`config.mk`:
```
export PLATFORM = sky130hd
export DESIGN_NAME = pts_cfg
export DESIGN_NICKNAME = d
export VERILOG_FILES = /design/src/rtl/pts_pkg.sv /design/src/rtl/pts_cfg.sv
export SDC_FILE = /design/constraint.sdc
export NUM_CORES = 1
export LEC_CHECK = 0
export BUFFER_PORTS_ARGS = -buffer_cell sky130_fd_sc_hd__buf_2
export CAP_MARGIN = 20
export CORE_ASPECT_RATIO = 0.5
export CORE_MARGIN = 4
export CORE_UTILIZATION = 32
export DETAILED_ROUTE_END_ITERATION = 12
export PLACE_DENSITY = 0.76
export SYNTH_ARGS = -nofsm -noshare
export SYNTH_HDL_FRONTEND = slang
export SYNTH_SLANG_ARGS = --single-unit
```
`constraint.sdc`:
```
create_clock -name clk -period 0.8 [get_ports clk]
set_input_delay 0.08 -clock clk [delete_from_list [all_inputs] [get_ports clk]]
set_output_delay 0.08 -clock clk [all_outputs]
set_load 0.02 [all_outputs]
```
`src/rtl/pts_pkg.sv`:
```
// ---------------------------------------------------------------------------
// pts_pkg
// Shared types and constants for the four-level priority task scheduler.
// ---------------------------------------------------------------------------
package pts_pkg;

  // Fixed field widths
  localparam int NUM_LEVELS = 4;
  localparam int LVL_W      = 2;
  localparam int OP_W       = 2;
  localparam int TAG_W      = 16;
  localparam int DUR_W      = 16;
  localparam int CFG_W      = 7;
  localparam int WRK_W      = 8;
  localparam int ACT_W      = 8;
  localparam int QOUT_W     = 7;
  localparam int DONE_W     = 32;
  localparam int AVG_W      = 24;

  // Worker scale-up limits
  localparam int             WORKER_LIMIT = 64;
  localparam logic [CFG_W-1:0] ADDED_MAX  = 7'd127;
  localparam logic [ACT_W-1:0] ACT_MAX    = 8'd255;

  // Moving average: x/10 as (x * ceil(2^35/10)) >> 35, exact for 32-bit x
  localparam int              ACC_W        = 28;
  localparam int              PROD_W       = 60;
  localparam logic [31:0]     DIV10_MUL    = 32'hCCCC_CCCD;
  localparam int              DIV10_SHIFT  = 35;

  // Configuration port
  localparam int               CFG_AW          = 3;
  localparam int               CFG_DW          = 32;
  localparam logic             REG_MIN_WORKERS = 1'b0;
  localparam logic             REG_MAX_WORKERS = 1'b1;
  localparam logic [CFG_W-1:0] MIN_WORKERS_RST = 7'd2;
  localparam logic [CFG_W-1:0] MAX_WORKERS_RST = 7'd8;

  typedef enum logic [OP_W-1:0] {
    OP_SUBMIT   = 2'd0,
    OP_TAKE     = 2'd1,
    OP_COMPLETE = 2'd2
  } op_e_t;

  typedef enum logic [1:0] {
    ST_OK        = 2'd0,
    ST_FULL      = 2'd1,
    ST_EMPTY     = 2'd2,
    ST_NO_ACTIVE = 2'd3
  } status_t;

  // One registered request beat
  typedef struct packed {
    logic             vld;
    logic [OP_W-1:0]  op;
    logic [LVL_W-1:0] lvl;
    logic [TAG_W-1:0] tag;
    logic [DUR_W-1:0] dur;
  } req_t;

  // Queue outcome of the request in flight
  typedef struct packed {
    logic push_ok;
    logic pop_ok;
  } qsts_t;

endpackage

```
`src/rtl/pts_cfg.sv`:
```
// ---------------------------------------------------------------------------
// pts_cfg
// APB-style register block holding the base and maximum worker counts.
// ---------------------------------------------------------------------------
module pts_cfg (
  input  logic                       clk,
  input  logic                       rst_n,
  input  logic                       psel,
  input  logic                       penable,
  input  logic                       pwrite,
  input  logic [pts_pkg::CFG_AW-1:0] paddr,
  input  logic [pts_pkg::CFG_DW-1:0] pwdata,
  output logic [pts_pkg::CFG_DW-1:0] prdata,
  output logic                       pready,
  output logic [pts_pkg::CFG_W-1:0]  min_workers,
  output logic [pts_pkg::CFG_W-1:0]  max_workers
);

  logic [pts_pkg::CFG_W-1:0] min_workers_r;
  logic [pts_pkg::CFG_W-1:0] max_workers_r;
  logic                      wr_en;

  // Registers sit on word boundaries; the word index selects
  assign wr_en  = psel && penable && pwrite;
  assign pready = 1'b1;

  // Write registers on the access beat
  always_ff @(posedge clk) begin
    if (!rst_n) begin
      min_workers_r <= pts_pkg::MIN_WORKERS_RST;
      max_workers_r <= pts_pkg::MAX_WORKERS_RST;
    end else if (wr_en) begin
      case (paddr[2])
        pts_pkg::REG_MIN_WORKERS: min_workers_r <= pwdata[pts_pkg::CFG_W-1:0];
        pts_pkg::REG_MAX_WORKERS: max_workers_r <= pwdata[pts_pkg::CFG_W-1:0];
        default: ;
      endcase
    end
  end

  // Read back
  always_comb begin
    case (paddr[2])
      pts_pkg::REG_MIN_WORKERS: prdata = pts_pkg::CFG_DW'(min_workers_r);
      pts_pkg::REG_MAX_WORKERS: prdata = pts_pkg::CFG_DW'(max_workers_r);
      default:                  prdata = '0;
    endcase
  end

  assign min_workers = min_workers_r;
  assign max_workers = max_workers_r;

endmodule

```
Yosys cells after proc, flatten, opt, wreduce, memory -nomap -nowiden. Index checks and enable logic that the tools add are counted.

Register bits after elaboration: 14. Bits of input ports: 40. Output and inout bits: 47. Word-level logic and storage cells: 8.

Muxes and demuxes: 1. Bitwise gates (word level): 1. Reduce and logical (&&, ||, !) cells: 4.

Operator list (count): one-hot mux 32 bit (2 select lines) (1); AND reduction 2 bit (2); logical AND 1 bit (2); inverter 1 bit (1).

Longest topological paths before layout. Gate-level depths: netlist of the first run.

Word-level depth: 3. Mapped depth: 4. Depth with buffers taken out: 2.

Worst setup path before layout of the first run. Ideal clock, no wire load.

Path kind: register to output. Start: reg max_workers_r, in the netlist max_workers[3]. End: out prdata[3] (netlist name). Data arrival time: 0.699 ns. Data required time: 0.720 ns. Slack: 0.021 ns. Cell stages (with the launch flop): 2. Buffers on the path: 0. Cell sequence: dfxtp_1 -> mux2_2.

Word-level cells in the longest chain between the ends: 1.

RTL lines: from (decl) (line pts_cfg.sv:20) `logic [pts_pkg::CFG_W-1:0] max_workers_r;`; from (signal assigned) (line pts_cfg.sv:31) `max_workers_r <= pts_pkg::MAX_WORKERS_RST;`; from (signal assigned) (line pts_cfg.sv:35) `pts_pkg::REG_MAX_WORKERS: max_workers_r <= pwdata[pts_pkg::CFG_W-1:0];`; one-hot mux 32 bit (2 select lines) (line pts_cfg.sv:43) `case (paddr[2])`; to (decl) (line pts_cfg.sv:13) `output logic [pts_pkg::CFG_DW-1:0] prdata,`.

Every way passes these cells. The select of a mux whose other input is x is not followed.

Final worst setup path of the first run.
Start: reg min_workers_r, in the netlist min_workers[0]. End: out prdata[0] (netlist name).

Word-level cells in the longest chain between the ends: 1.

RTL lines: from (decl) (line pts_cfg.sv:19) `logic [pts_pkg::CFG_W-1:0] min_workers_r;`; from (signal assigned) (line pts_cfg.sv:30) `min_workers_r <= pts_pkg::MIN_WORKERS_RST;`; from (signal assigned) (line pts_cfg.sv:34) `pts_pkg::REG_MIN_WORKERS: min_workers_r <= pwdata[pts_pkg::CFG_W-1:0];`; one-hot mux 32 bit (2 select lines) (line pts_cfg.sv:43).

Every way passes these cells. The select of a mux whose other input is x is not followed.

==> results of run 1 <==
-- cell type report --
type                       instances  area share
timing repair buffer              53      0.3728
sequential                        14      0.2170
clock buffer                       3     0.03008
tap                               37     0.03373
multi-input combinational         72      0.3464
-- report_power, final --
group | switching, W | internal (W) | total (W)
registers | 0.0000127 | 0.000716 | 0.000729
logic | 0.000252 | 0.000166 | 0.000418
clock network | 0.000242 | 0.000333 | 0.000575
total | 0.000506 | 0.00122 | 0.00172
-- cells by family (layout without fill, tap and decap cells) --
group | count (synthesis) | after routing | share of synthesized area
buffers and inverters | 31 | 56 | 0.2712
DFF | 14 | 14 | 0.3214
muxes | 21 | 21 | 0.2511
other | 2 | 26 | 0.008612
and+or+nand+nor | 25 | 25 | 0.1478
-- flip-flops by register name, summed over array words and instances, names as in the netlist --
register,flops
min_workers,7
max_workers,7
-- cell usage in the layout, fill, tap and decap left out, drive strengths merged --
cell type and n:
clkbuf 3, mux2i 14, buf 53, conb 26, dfxtp 14, mux2 7
and4 1, nand2 19, nand4b 1, nor2b 4
-- through the flow --
step	setup WS, ns	hold slack [ns]
after floorplan	0.02119	0.2188
after global placement	-0.08780	0.3370
after detailed placement	-0.1389	0.3416
after CTS	-0.2399	0.08086
after global routing	-0.2807	0.1125
final	-0.2683	0.09419
-- per-layer routing --
| layer | GRT usage | wire length [microns] | vias up |
|---|---|---|---|
| li1 | - | - | 348 |
| met1 | 0.1404 | 965 | 362 |
| met2 | 0.2552 | 1413 | 45 |
| met3 | 0.03187 | 185 | 4 |
| met4 | 0.03642 | 41 | 0 |
| met5 | 0 | 0 | - |
-- how the worst max path moves through the flow --
stage / depth (start not counted) / from / endpoint
final: 2 / min_workers[0] / prdata[0]
after global routing: 2 / min_workers[5] / prdata[5]
after CTS: 2 / max_workers[1] / prdata[1]
after detailed placement: 4 / paddr[2] / max_workers[5]
after global placement: 4 / paddr[2] / max_workers[2]
after floorplan: 1 / max_workers[3] / prdata[3]
-- tightest hold or removal path, stage by stage --
cell and delay [ns]:
sky130_fd_sc_hd__buf_2 0.11, sky130_fd_sc_hd__nand2_1 0.05, sky130_fd_sc_hd__mux2i_1 0.05
-- timing repair --
item	in CTS	in global routing
gates cloned	0	0
hold buffers	0	0
resized for setup	58	22
pin swaps	0	0
setup endpoints to repair	21	23
setup buffers	2	6
==> qor.json, run 1 <==
{
  "status": "complete, but fails checks",
  "violations_in_the_final_reports": "setup timing",
  "critPathLaunchType": "flip-flop",
  "layout.nets": 184,
  "clk_latency_ns": 0.24,
  "max_ir_drop_vdd_uv": 552.3,
  "syn2layout_area_growth_pct": 57.39,
  "post-route-period-util": 1.335,
  "synth.lib_cells_used.distinct": 11,
  "timing.reg2reg.worst_path_depth": 4,
  "cts_buffers": 3,
  "finalSetupViolCount": 24,
  "clock_path_buffers": 2,
  "end_kind": "primary output",
  "fp.coreArea_sq_um": 2603,
  "p_leak_nw": 0.7113,
  "fin_worst_skew_ns": 0,
  "count_of_flip_flops_with_a_built_in_enable_after_synthesis": 0,
  "detail_route.drc_violations": 0,
  "rsz0062_at_grt": "yes",
  "yosys_most_used_dff": "sky130_fd_sc_hd__dfxtp_1",
  "clockRootBuffer": "sky130_fd_sc_hd__clkbuf_8",
  "grt_usage": 0.1300,
  "antenna-diode-count": 0,
  "gp_congestion": 0.7525,
  "clkSlewWorstSetupHoldPaths_ns": 0.06,
  "maxClockFrequency_ghz": 0.9361,
  "die_h_microns": 44.92,
  "grt-ovfl-total": 0,
  "antenna_found_initial": 0,
  "synthArstFlopShare": 0,
  "number_of_clock_sinks": 14,
  "setup.reg_to_reg.worst_slack_ns": -0.07,
  "dr.first_iter.drc_count": 48,
  "crit_chain": "mux2_2, buf_6",
  "timing.final.hold_violations": 0,
  "drt_first_pass_iters": 4,
  "regArea_sq_um": 297.8,
  "design.portCount": 87,
  "min_from": "pwdata[3]",
  "port-buffer-count": 33,
  "report.power.total_w": 0.001722,
  "routedWlPerCell_microns": 14.56,
  "start_util": 0.3351,
  "timing.rr.end": "min_workers[1]",
  "worst_hold_path.num_cells": 3,
  "postLayoutSetupSlackWorst_ns": -0.2683,
  "synth_largest_type_area_fraction": 0.3214,
  "cap_violations": 0,
  "finalMaxSlewViolations": 0,
  "drt-vias-per-instance": 4.240,
  "synth_area_leaders": "sky130_fd_sc_hd__dfxtp_1, sky130_fd_sc_hd__buf_4, sky130_fd_sc_hd__mux2i_1, sky130_fd_sc_hd__mux2_2, sky130_fd_sc_hd__nand2_1",
  "synthCells": 93,
  "ctsHtreeMaxLevel": 1,
  "drive_above_1_share": 0.5563,
  "fill_cells": 214,
  "dieArea_sq_um": 3675,
  "layout.cell_area.non_filler_sq_um": 1373,
  "dieWidth_microns": 81.83,
  "vias_in_the_first_global_route": 692,
  "drtAntennaViolNets": 0,
  "postSynthAreaPerCell_sq_um": 9.377,
  "hold_class": "in2reg",
  "post_synth_most_frequent_cells": "sky130_fd_sc_hd__buf_4, sky130_fd_sc_hd__nand2_1, sky130_fd_sc_hd__dfxtp_1, sky130_fd_sc_hd__mux2i_1, sky130_fd_sc_hd__mux2_2",
  "worst-setup-path-type": "reg2out",
  "place_hpwl_microns": 1486,
  "final.setup.tns_ns": -3.173,
  "grt_start_max_net_pins": 18,
  "dp_cells": 172,
  "cp_max_fo": 2,
  "reg2reg_from": "min_workers[1]",
  "detail_route.wirelength_microns": 2606,
  "core.rowCount": 13,
  "crit_buf_inv": 1,
  "multi_input_comb_area_sq_um": 475.5,
  "cp_slowest_stage_delay_ns": 0.34,
  "synth_area_sq_um": 872.1,
  "timing.hold.worst_endpoint": "min_workers[3]",
  "power_density_nw_per_um2": 1254,
  "critical_path.top_delay_family": "flip-flops",
  "data_arrival_time_of_the_critical_path_ns": 0.99,
  "cp.required_ns": 0.72,
  "grt_first_pass_wirelength_microns": 3498,
  "ys_seq_area_frac": 0.3214,
  "postLayoutCoreUtil": 0.5274,
  "synth.most_common_cell": "sky130_fd_sc_hd__buf_4",
  "total_number_of_vias": 759,
  "min_period_ns": 1.068,
  "tritoncts": "done",
  "stdcell_count": 179,
  "syn_warnings": 0,
  "slowest_stage_cell_cp": "sky130_fd_sc_hd__dfxtp_2",
  "synth_largest_area_cell": "sky130_fd_sc_hd__dfxtp_1",
  "place_area_sq_um": 1070,
  "ys_seq_elements": 14
}
Note: power is estimated with default switching activity, not from simulation.
==> run 2: changes to the inputs <==
==> constraint.sdc (replaced) <==
create_clock -name clk -period 0.8 [get_ports clk]
set_input_delay 0.04 -clock clk [delete_from_list [all_inputs] [get_ports clk]]
set_output_delay 0.04 -clock clk [all_outputs]
set_load 0.02 [all_outputs]
==> qor.json, run 2 (synthesized netlist as in run 1, its figures left out) <==
{
  "status": "complete, but fails checks",
  "violations_in_the_final_reports": "setup timing",
  "timing.final.hold_violations": 0,
  "tritoncts": "done",
  "number_of_clock_sinks": 14,
  "critPathLaunchType": "flip-flop",
  "dp_cells": 162,
  "worst-setup-path-type": "reg2out",
  "hold_class": "in2reg",
  "data_arrival_time_of_the_critical_path_ns": 0.99,
  "worst_hold_slack_ns": 0.04671,
  "layout.nets": 188,
  "design.portCount": 87,
  "place_hpwl_microns": 1369,
  "p_leak_nw": 0.7421,
  "cts_buffers": 3,
  "grt_start_max_net_pins": 24,
  "fin_worst_skew_ns": 0,
  "vias_in_the_first_global_route": 711,
  "antenna_found_initial": 0,
  "syn2layout_area_growth_pct": 64.56,
  "layout.cells.most_common": "sky130_fd_sc_hd__buf_6",
  "finalMaxSlewViolations": 0,
  "total_number_of_vias": 766,
  "drt-vias-per-instance": 4.163,
  "finalSetupViolCount": 22,
  "detail_route.drc_violations": 0,
  "grt_first_pass_wirelength_microns": 3381,
  "stdcell_count": 184,
  "die_h_microns": 44.92,
  "setup.reg_to_reg.worst_slack_ns": -0.05,
  "port-buffer-count": 33,
  "gp_congestion": 0.7692,
  "grt_usage": 0.1219,
  "maxClockFrequency_ghz": 0.9709,
  "antenna-diode-count": 0,
  "clockRootBuffer": "sky130_fd_sc_hd__clkbuf_8",
  "core.rowCount": 13,
  "min_period_ns": 1.030,
  "layout.cell_area.non_filler_sq_um": 1435,
  "fp.coreArea_sq_um": 2603,
  "pre_cts_slack_ns": -0.06189,
  "cp_max_fo": 2,
  "drt_first_pass_iters": 4,
  "start_util": 0.3351,
  "postLayoutSetupSlackWorst_ns": -0.2300,
  "routedWlPerCell_microns": 14.25,
  "clkSlewWorstSetupHoldPaths_ns": 0.06,
  "clock_path_buffers": 2,
  "cap_violations": 0,
  "cp.required_ns": 0.76,
  "final.setup.tns_ns": -2.563,
  "post-route-period-util": 1.287,
  "ctsHtreeMaxLevel": 1,
  "dieArea_sq_um": 3675,
  "drive_above_1_share": 0.5918,
  "detail_route.wirelength_microns": 2622,
  "place_area_sq_um": 1007,
  "max_ir_drop_vdd_uv": 594.0,
  "dieWidth_microns": 81.83,
  "end_kind": "primary output",
  "drtAntennaViolNets": 0,
  "dr.first_iter.drc_count": 18,
  "clk_latency_ns": 0.25,
  "power_density_nw_per_um2": 1305,
  "rsz0062_at_grt": "yes",
  "grt-ovfl-total": 0,
  "layout.cells.most_common_list": "sky130_fd_sc_hd__buf_6, sky130_fd_sc_hd__conb_1, sky130_fd_sc_hd__nand2_1"
}
==> run 2: changes by cell type in the layout (fill, tap and decap cells not counted) <==
cell,change
sky130_fd_sc_hd__nor2b_1,+1
sky130_fd_sc_hd__buf_12,+1
sky130_fd_sc_hd__nand2_1,-4
sky130_fd_sc_hd__nand2_2,+4
sky130_fd_sc_hd__clkbuf_8,+1
sky130_fd_sc_hd__buf_6,+1
sky130_fd_sc_hd__nor2b_4,-1
sky130_fd_sc_hd__buf_4,+2
==> run 2: layout make-up <==
cell class / instances / area (sq um)
Fill cell: 195 / 1167
Timing Repair Buffer: 57 / 558.0
Tap cell: 37 / 46.29
Multi-Input combinational cell: 72 / 478.0
Sequential cell: 14 / 297.8
Clock buffer: 4 / 55.05
==> run 2: repair_timing <==
action,CTS,global route
buffers inserted,13,9
gates resized for setup,70,15
hold buffers,0,0
setup endpoints to repair,19,22
endpoints found under the hold margin,0,0
==> run 2: report_power, final <==
group | leakage, nW | switching [W] | total [W] | internal (W)
clock network | 0.0288 | 0.000274 | 0.000710 | 0.000437
logic | 0.595 | 0.000259 | 0.000436 | 0.000177
registers | 0.118 | 0.0000114 | 0.000727 | 0.000716
total | 0.742 | 0.000544 | 0.00187 | 0.00133
==> run 2: layer usage <==
metal	GRT usage	part of all wire	vias to the layer above
met4	0.04967	0.019	0
met1	0.1541	0.40	374
met5	0	0	-
li1	-	-	356
met2	0.2103	0.53	30
met3	0.01992	0.055	6
==> run 2: metrics by stage <==
step	power, W	utilization
after floorplan	0.001067	-
after global placement	0.001059	0.3870
after detailed placement	0.001064	0.3870
after CTS	0.001831	0.5240
after global routing	0.001924	0.5514
final	0.001873	0.5514
==> run 2: critical path: stages (launching register included) <==
cell	delay [ns]
sky130_fd_sc_hd__dfxtp_2	0.33
sky130_fd_sc_hd__mux2_4	0.27
sky130_fd_sc_hd__buf_6	0.13
==> run 2: final timing paths <==
| kind | from | to | cells after the start |
|---|---|---|---|
| worst max-delay path | max_workers[5] | prdata[5] | 2 |
| worst min-delay path | pwdata[3] | min_workers[3] | 3 |
| worst max register to register | min_workers[6] | min_workers[6] | 4 |
| worst min register to register | max_workers[2] | max_workers[2] | 3 |
==> run 3: changes to the inputs <==
--- a/config.mk
+++ b/config.mk
@@ -5,13 +5,14 @@
 export SDC_FILE = /design/constraint.sdc
 export NUM_CORES = 1
 export LEC_CHECK = 0
+export ABC_AREA = 1
 export BUFFER_PORTS_ARGS = -buffer_cell sky130_fd_sc_hd__buf_2
 export CAP_MARGIN = 20
 export CORE_ASPECT_RATIO = 0.5
 export CORE_MARGIN = 4
 export CORE_UTILIZATION = 32
 export DETAILED_ROUTE_END_ITERATION = 12
-export PLACE_DENSITY = 0.76
+export PLACE_DENSITY = 0.75
 export SYNTH_ARGS = -nofsm -noshare
 export SYNTH_HDL_FRONTEND = slang
 export SYNTH_SLANG_ARGS = --single-unit
==> qor.json, run 3 <==
{
  "violations_in_the_final_reports": "setup timing",
  "antenna-diode-count": 0,
  "maxClockFrequency_ghz": 1.132,
  "m1WireLength_microns": 774,
  "design.portCount": 87,
  "status": "complete, but fails checks",
  "start_util": 0.3407,
  "drt_first_pass_iters": 4,
  "p_leak_nw": 0.6115,
  "post_synth_most_frequent_cells": "sky130_fd_sc_hd__nand2_1, sky130_fd_sc_hd__buf_4, sky130_fd_sc_hd__nor2_1",
  "layout.cells.most_common_list": "sky130_fd_sc_hd__nand2_1, sky130_fd_sc_hd__conb_1, sky130_fd_sc_hd__nor2_1",
  "synth_area_sq_um": 903.4,
  "grt_usage": 0.1006,
  "ys_seq_elements": 14,
  "ys_seq_area_frac": 0.3102,
  "detail_route.wirelength_microns": 2008,
  "fin_worst_skew_ns": 0,
  "total_number_of_vias": 835,
  "dr.first_iter.drc_count": 52,
  "postLayoutSetupSlackWorst_ns": -0.08350,
  "routedWlPerCell_microns": 9.748,
  "antenna_found_initial": 0,
  "synthCells": 136,
  "clkSlewWorstSetupHoldPaths_ns": 0.06,
  "worst-setup-path-type": "reg2out",
  "power_report.internal_total_w": 0.001290,
  "dieWidth_microns": 83.14,
  "clk_latency_ns": 0.25,
  "drt-vias-per-instance": 4.053,
  "post-route-period-util": 1.104,
  "cp_max_fo": 3,
  "drtAntennaViolNets": 0,
  "place_hpwl_microns": 1503,
  "met2WireLength_microns": 1000,
  "hold_class": "in2reg",
  "power.share.switching": 0.3065,
  "data_arrival_time_of_the_critical_path_ns": 0.84,
  "clock_path_buffers": 2,
  "end_kind": "primary output",
  "vias_in_the_first_global_route": 715,
  "clockRootBuffer": "sky130_fd_sc_hd__clkbuf_8",
  "detail_route.drc_violations": 0,
  "critPathLaunchType": "flip-flop",
  "tritoncts": "done",
  "ctsHtreeMaxLevel": 1,
  "grt_start_max_net_pins": 16,
  "comb_power_share": 0.226,
  "dp_cells": 202,
  "finalSetupViolCount": 7,
  "layout.cells.most_common": "sky130_fd_sc_hd__nand2_1",
  "synth_largest_area_cell": "sky130_fd_sc_hd__dfxtp_1",
  "postSynthAreaPerCell_sq_um": 6.642,
  "power_density_nw_per_um2": 1638,
  "timing.final.hold_violations": 0,
  "fp.coreArea_sq_um": 2651,
  "cp.required_ns": 0.76,
  "grt_first_pass_wirelength_microns": 3029,
  "synthArstFlopShare": 0,
  "min_period_ns": 0.8835,
  "count_of_flip_flops_with_a_built_in_enable_after_synthesis": 0,
  "layout.cell_area.non_filler_sq_um": 1136,
  "dieArea_sq_um": 3789,
  "switchingPower_w": 0.0005702,
  "postLayoutCoreUtil": 0.4285,
  "core.rowCount": 13,
  "number_of_clock_sinks": 14,
  "seq_power_share": 0.400,
  "stdcell_count": 206,
  "detailroute.wirelength.met3_microns": 197,
  "finalMaxSlewViolations": 0,
  "layout.nets": 210,
  "power.share.clock": 0.375,
  "ctsHoldBuffers": 0,
  "gp_congestion": 0.7169,
  "synth.most_common_cell": "sky130_fd_sc_hd__nand2_1",
  "grt-ovfl-total": 0,
  "max_ir_drop_vdd_uv": 561.2,
  "place_area_sq_um": 1005,
  "port-buffer-count": 33,
  "maxUsedRoutingLayer": "met4",
  "syn_warnings": 0,
  "synth_area_leaders": "sky130_fd_sc_hd__dfxtp_1, sky130_fd_sc_hd__buf_4, sky130_fd_sc_hd__nand2_1, sky130_fd_sc_hd__nor2_1, sky130_fd_sc_hd__nand3_1",
  "syn2layout_area_growth_pct": 25.76,
  "rsz0062_at_grt": "yes",
  "cts.repair_timing.setup_buffer_count": 0,
  "synth.lib_cells_used.distinct": 16,
  "yosys_most_used_dff": "sky130_fd_sc_hd__dfxtp_1",
  "drive_above_1_share": 0.3669,
  "cap_violations": 0,
  "cts_buffers": 3,
  "die_h_microns": 45.57,
  "synth_largest_type_area_fraction": 0.3102
}
==> run 3: cell types whose count changed after synthesis, sizes merged, moves of 2 or more <==
cell / change
buf: +2
clkbuf: -2
inv: +9
mux2: -7
mux2i: -14
nand2: +17
nand3: +15
nor2: +27
nor2b: -4
o21ai: +2
==> run 3: layout make-up <==
class | instances | area [sq um]
multi-input combinational | 106 | 446.7
inverter | 9 | 36.28
clock buffer | 4 | 55.05
tap | 37 | 46.29
timing repair buffer | 36 | 254.0
sequential | 14 | 297.8
fill | 270 | 1515
==> run 3: power by group through the flow <==
stage	Sequential [W]	Combinational, W	Clock, W
2_1_floorplan	0.000783	0.000355	0
3_3_place_gp	0.000753	0.000383	0
3_5_place_dp	0.000754	0.000386	0
4_1_cts	0.000743	0.000413	0.000695
5_1_grt	0.000747	0.000458	0.000723
6_report	0.000744	0.000420	0.000697
==> run 3: cell families (layout without fill, tap and decap cells) <==
kind of cell | count (synthesis) | in the layout | synth area share
AOI/OAI and AO/OA | 2 | 2 | 0.01107
buffers and inverters | 40 | 49 | 0.3006
other | 2 | 26 | 0.008313
and+or+nand+nor | 78 | 78 | 0.3698
DFF | 14 | 14 | 0.3103
==> run 3: through the flow <==
| stage | TNS [ns] | hold slack [ns] | setup slack (ns) | total power (W) |
|---|---|---|---|---|
| floorplan | 0 | 0.1607 | 0.08689 | 0.001139 |
| global placement | 0 | 0.2672 | 0.04670 | 0.001137 |
| detailed placement | 0 | 0.2768 | 0.02962 | 0.001140 |
| CTS | -0.4387 | 0.02555 | -0.07502 | 0.001851 |
| global route | -0.6587 | 0.03873 | -0.09790 | 0.001927 |
| finish | -0.4565 | 0.02128 | -0.08350 | 0.001860 |
==> run 3: what timing repair did <==
action                                  in CTS  in global routing
gates resized for setup                     28                  7
endpoints found under the setup margin      18                 12
pin swaps                                    0                  1
==> run 3: path summary, 6_finish.rpt <==
path                        from              to  slack, ns  depth (start not counted)
setup / recovery  min_workers[6]       prdata[6]      -0.08                          3
hold / removal         pwdata[3]  max_workers[3]       0.02                          3
setup reg to reg  min_workers[1]  min_workers[1]       0.21                          2
hold reg to reg   max_workers[3]  max_workers[3]       0.47                          2
==> run 3: layer usage <==
metal | global-route usage | vias up
met5 | 0 | -
met4 | 0.05537 | 0
met3 | 0.02166 | 5
met2 | 0.1927 | 42
met1 | 0.1087 | 363
li1 | - | 425
==> run 3: critical path, stage by stage (launching register included) <==
cell and delay (ns):
sky130_fd_sc_hd__dfxtp_2 0.34, sky130_fd_sc_hd__nand2_1 0.06, sky130_fd_sc_hd__nand2_1 0.08, sky130_fd_sc_hd__buf_6 0.12
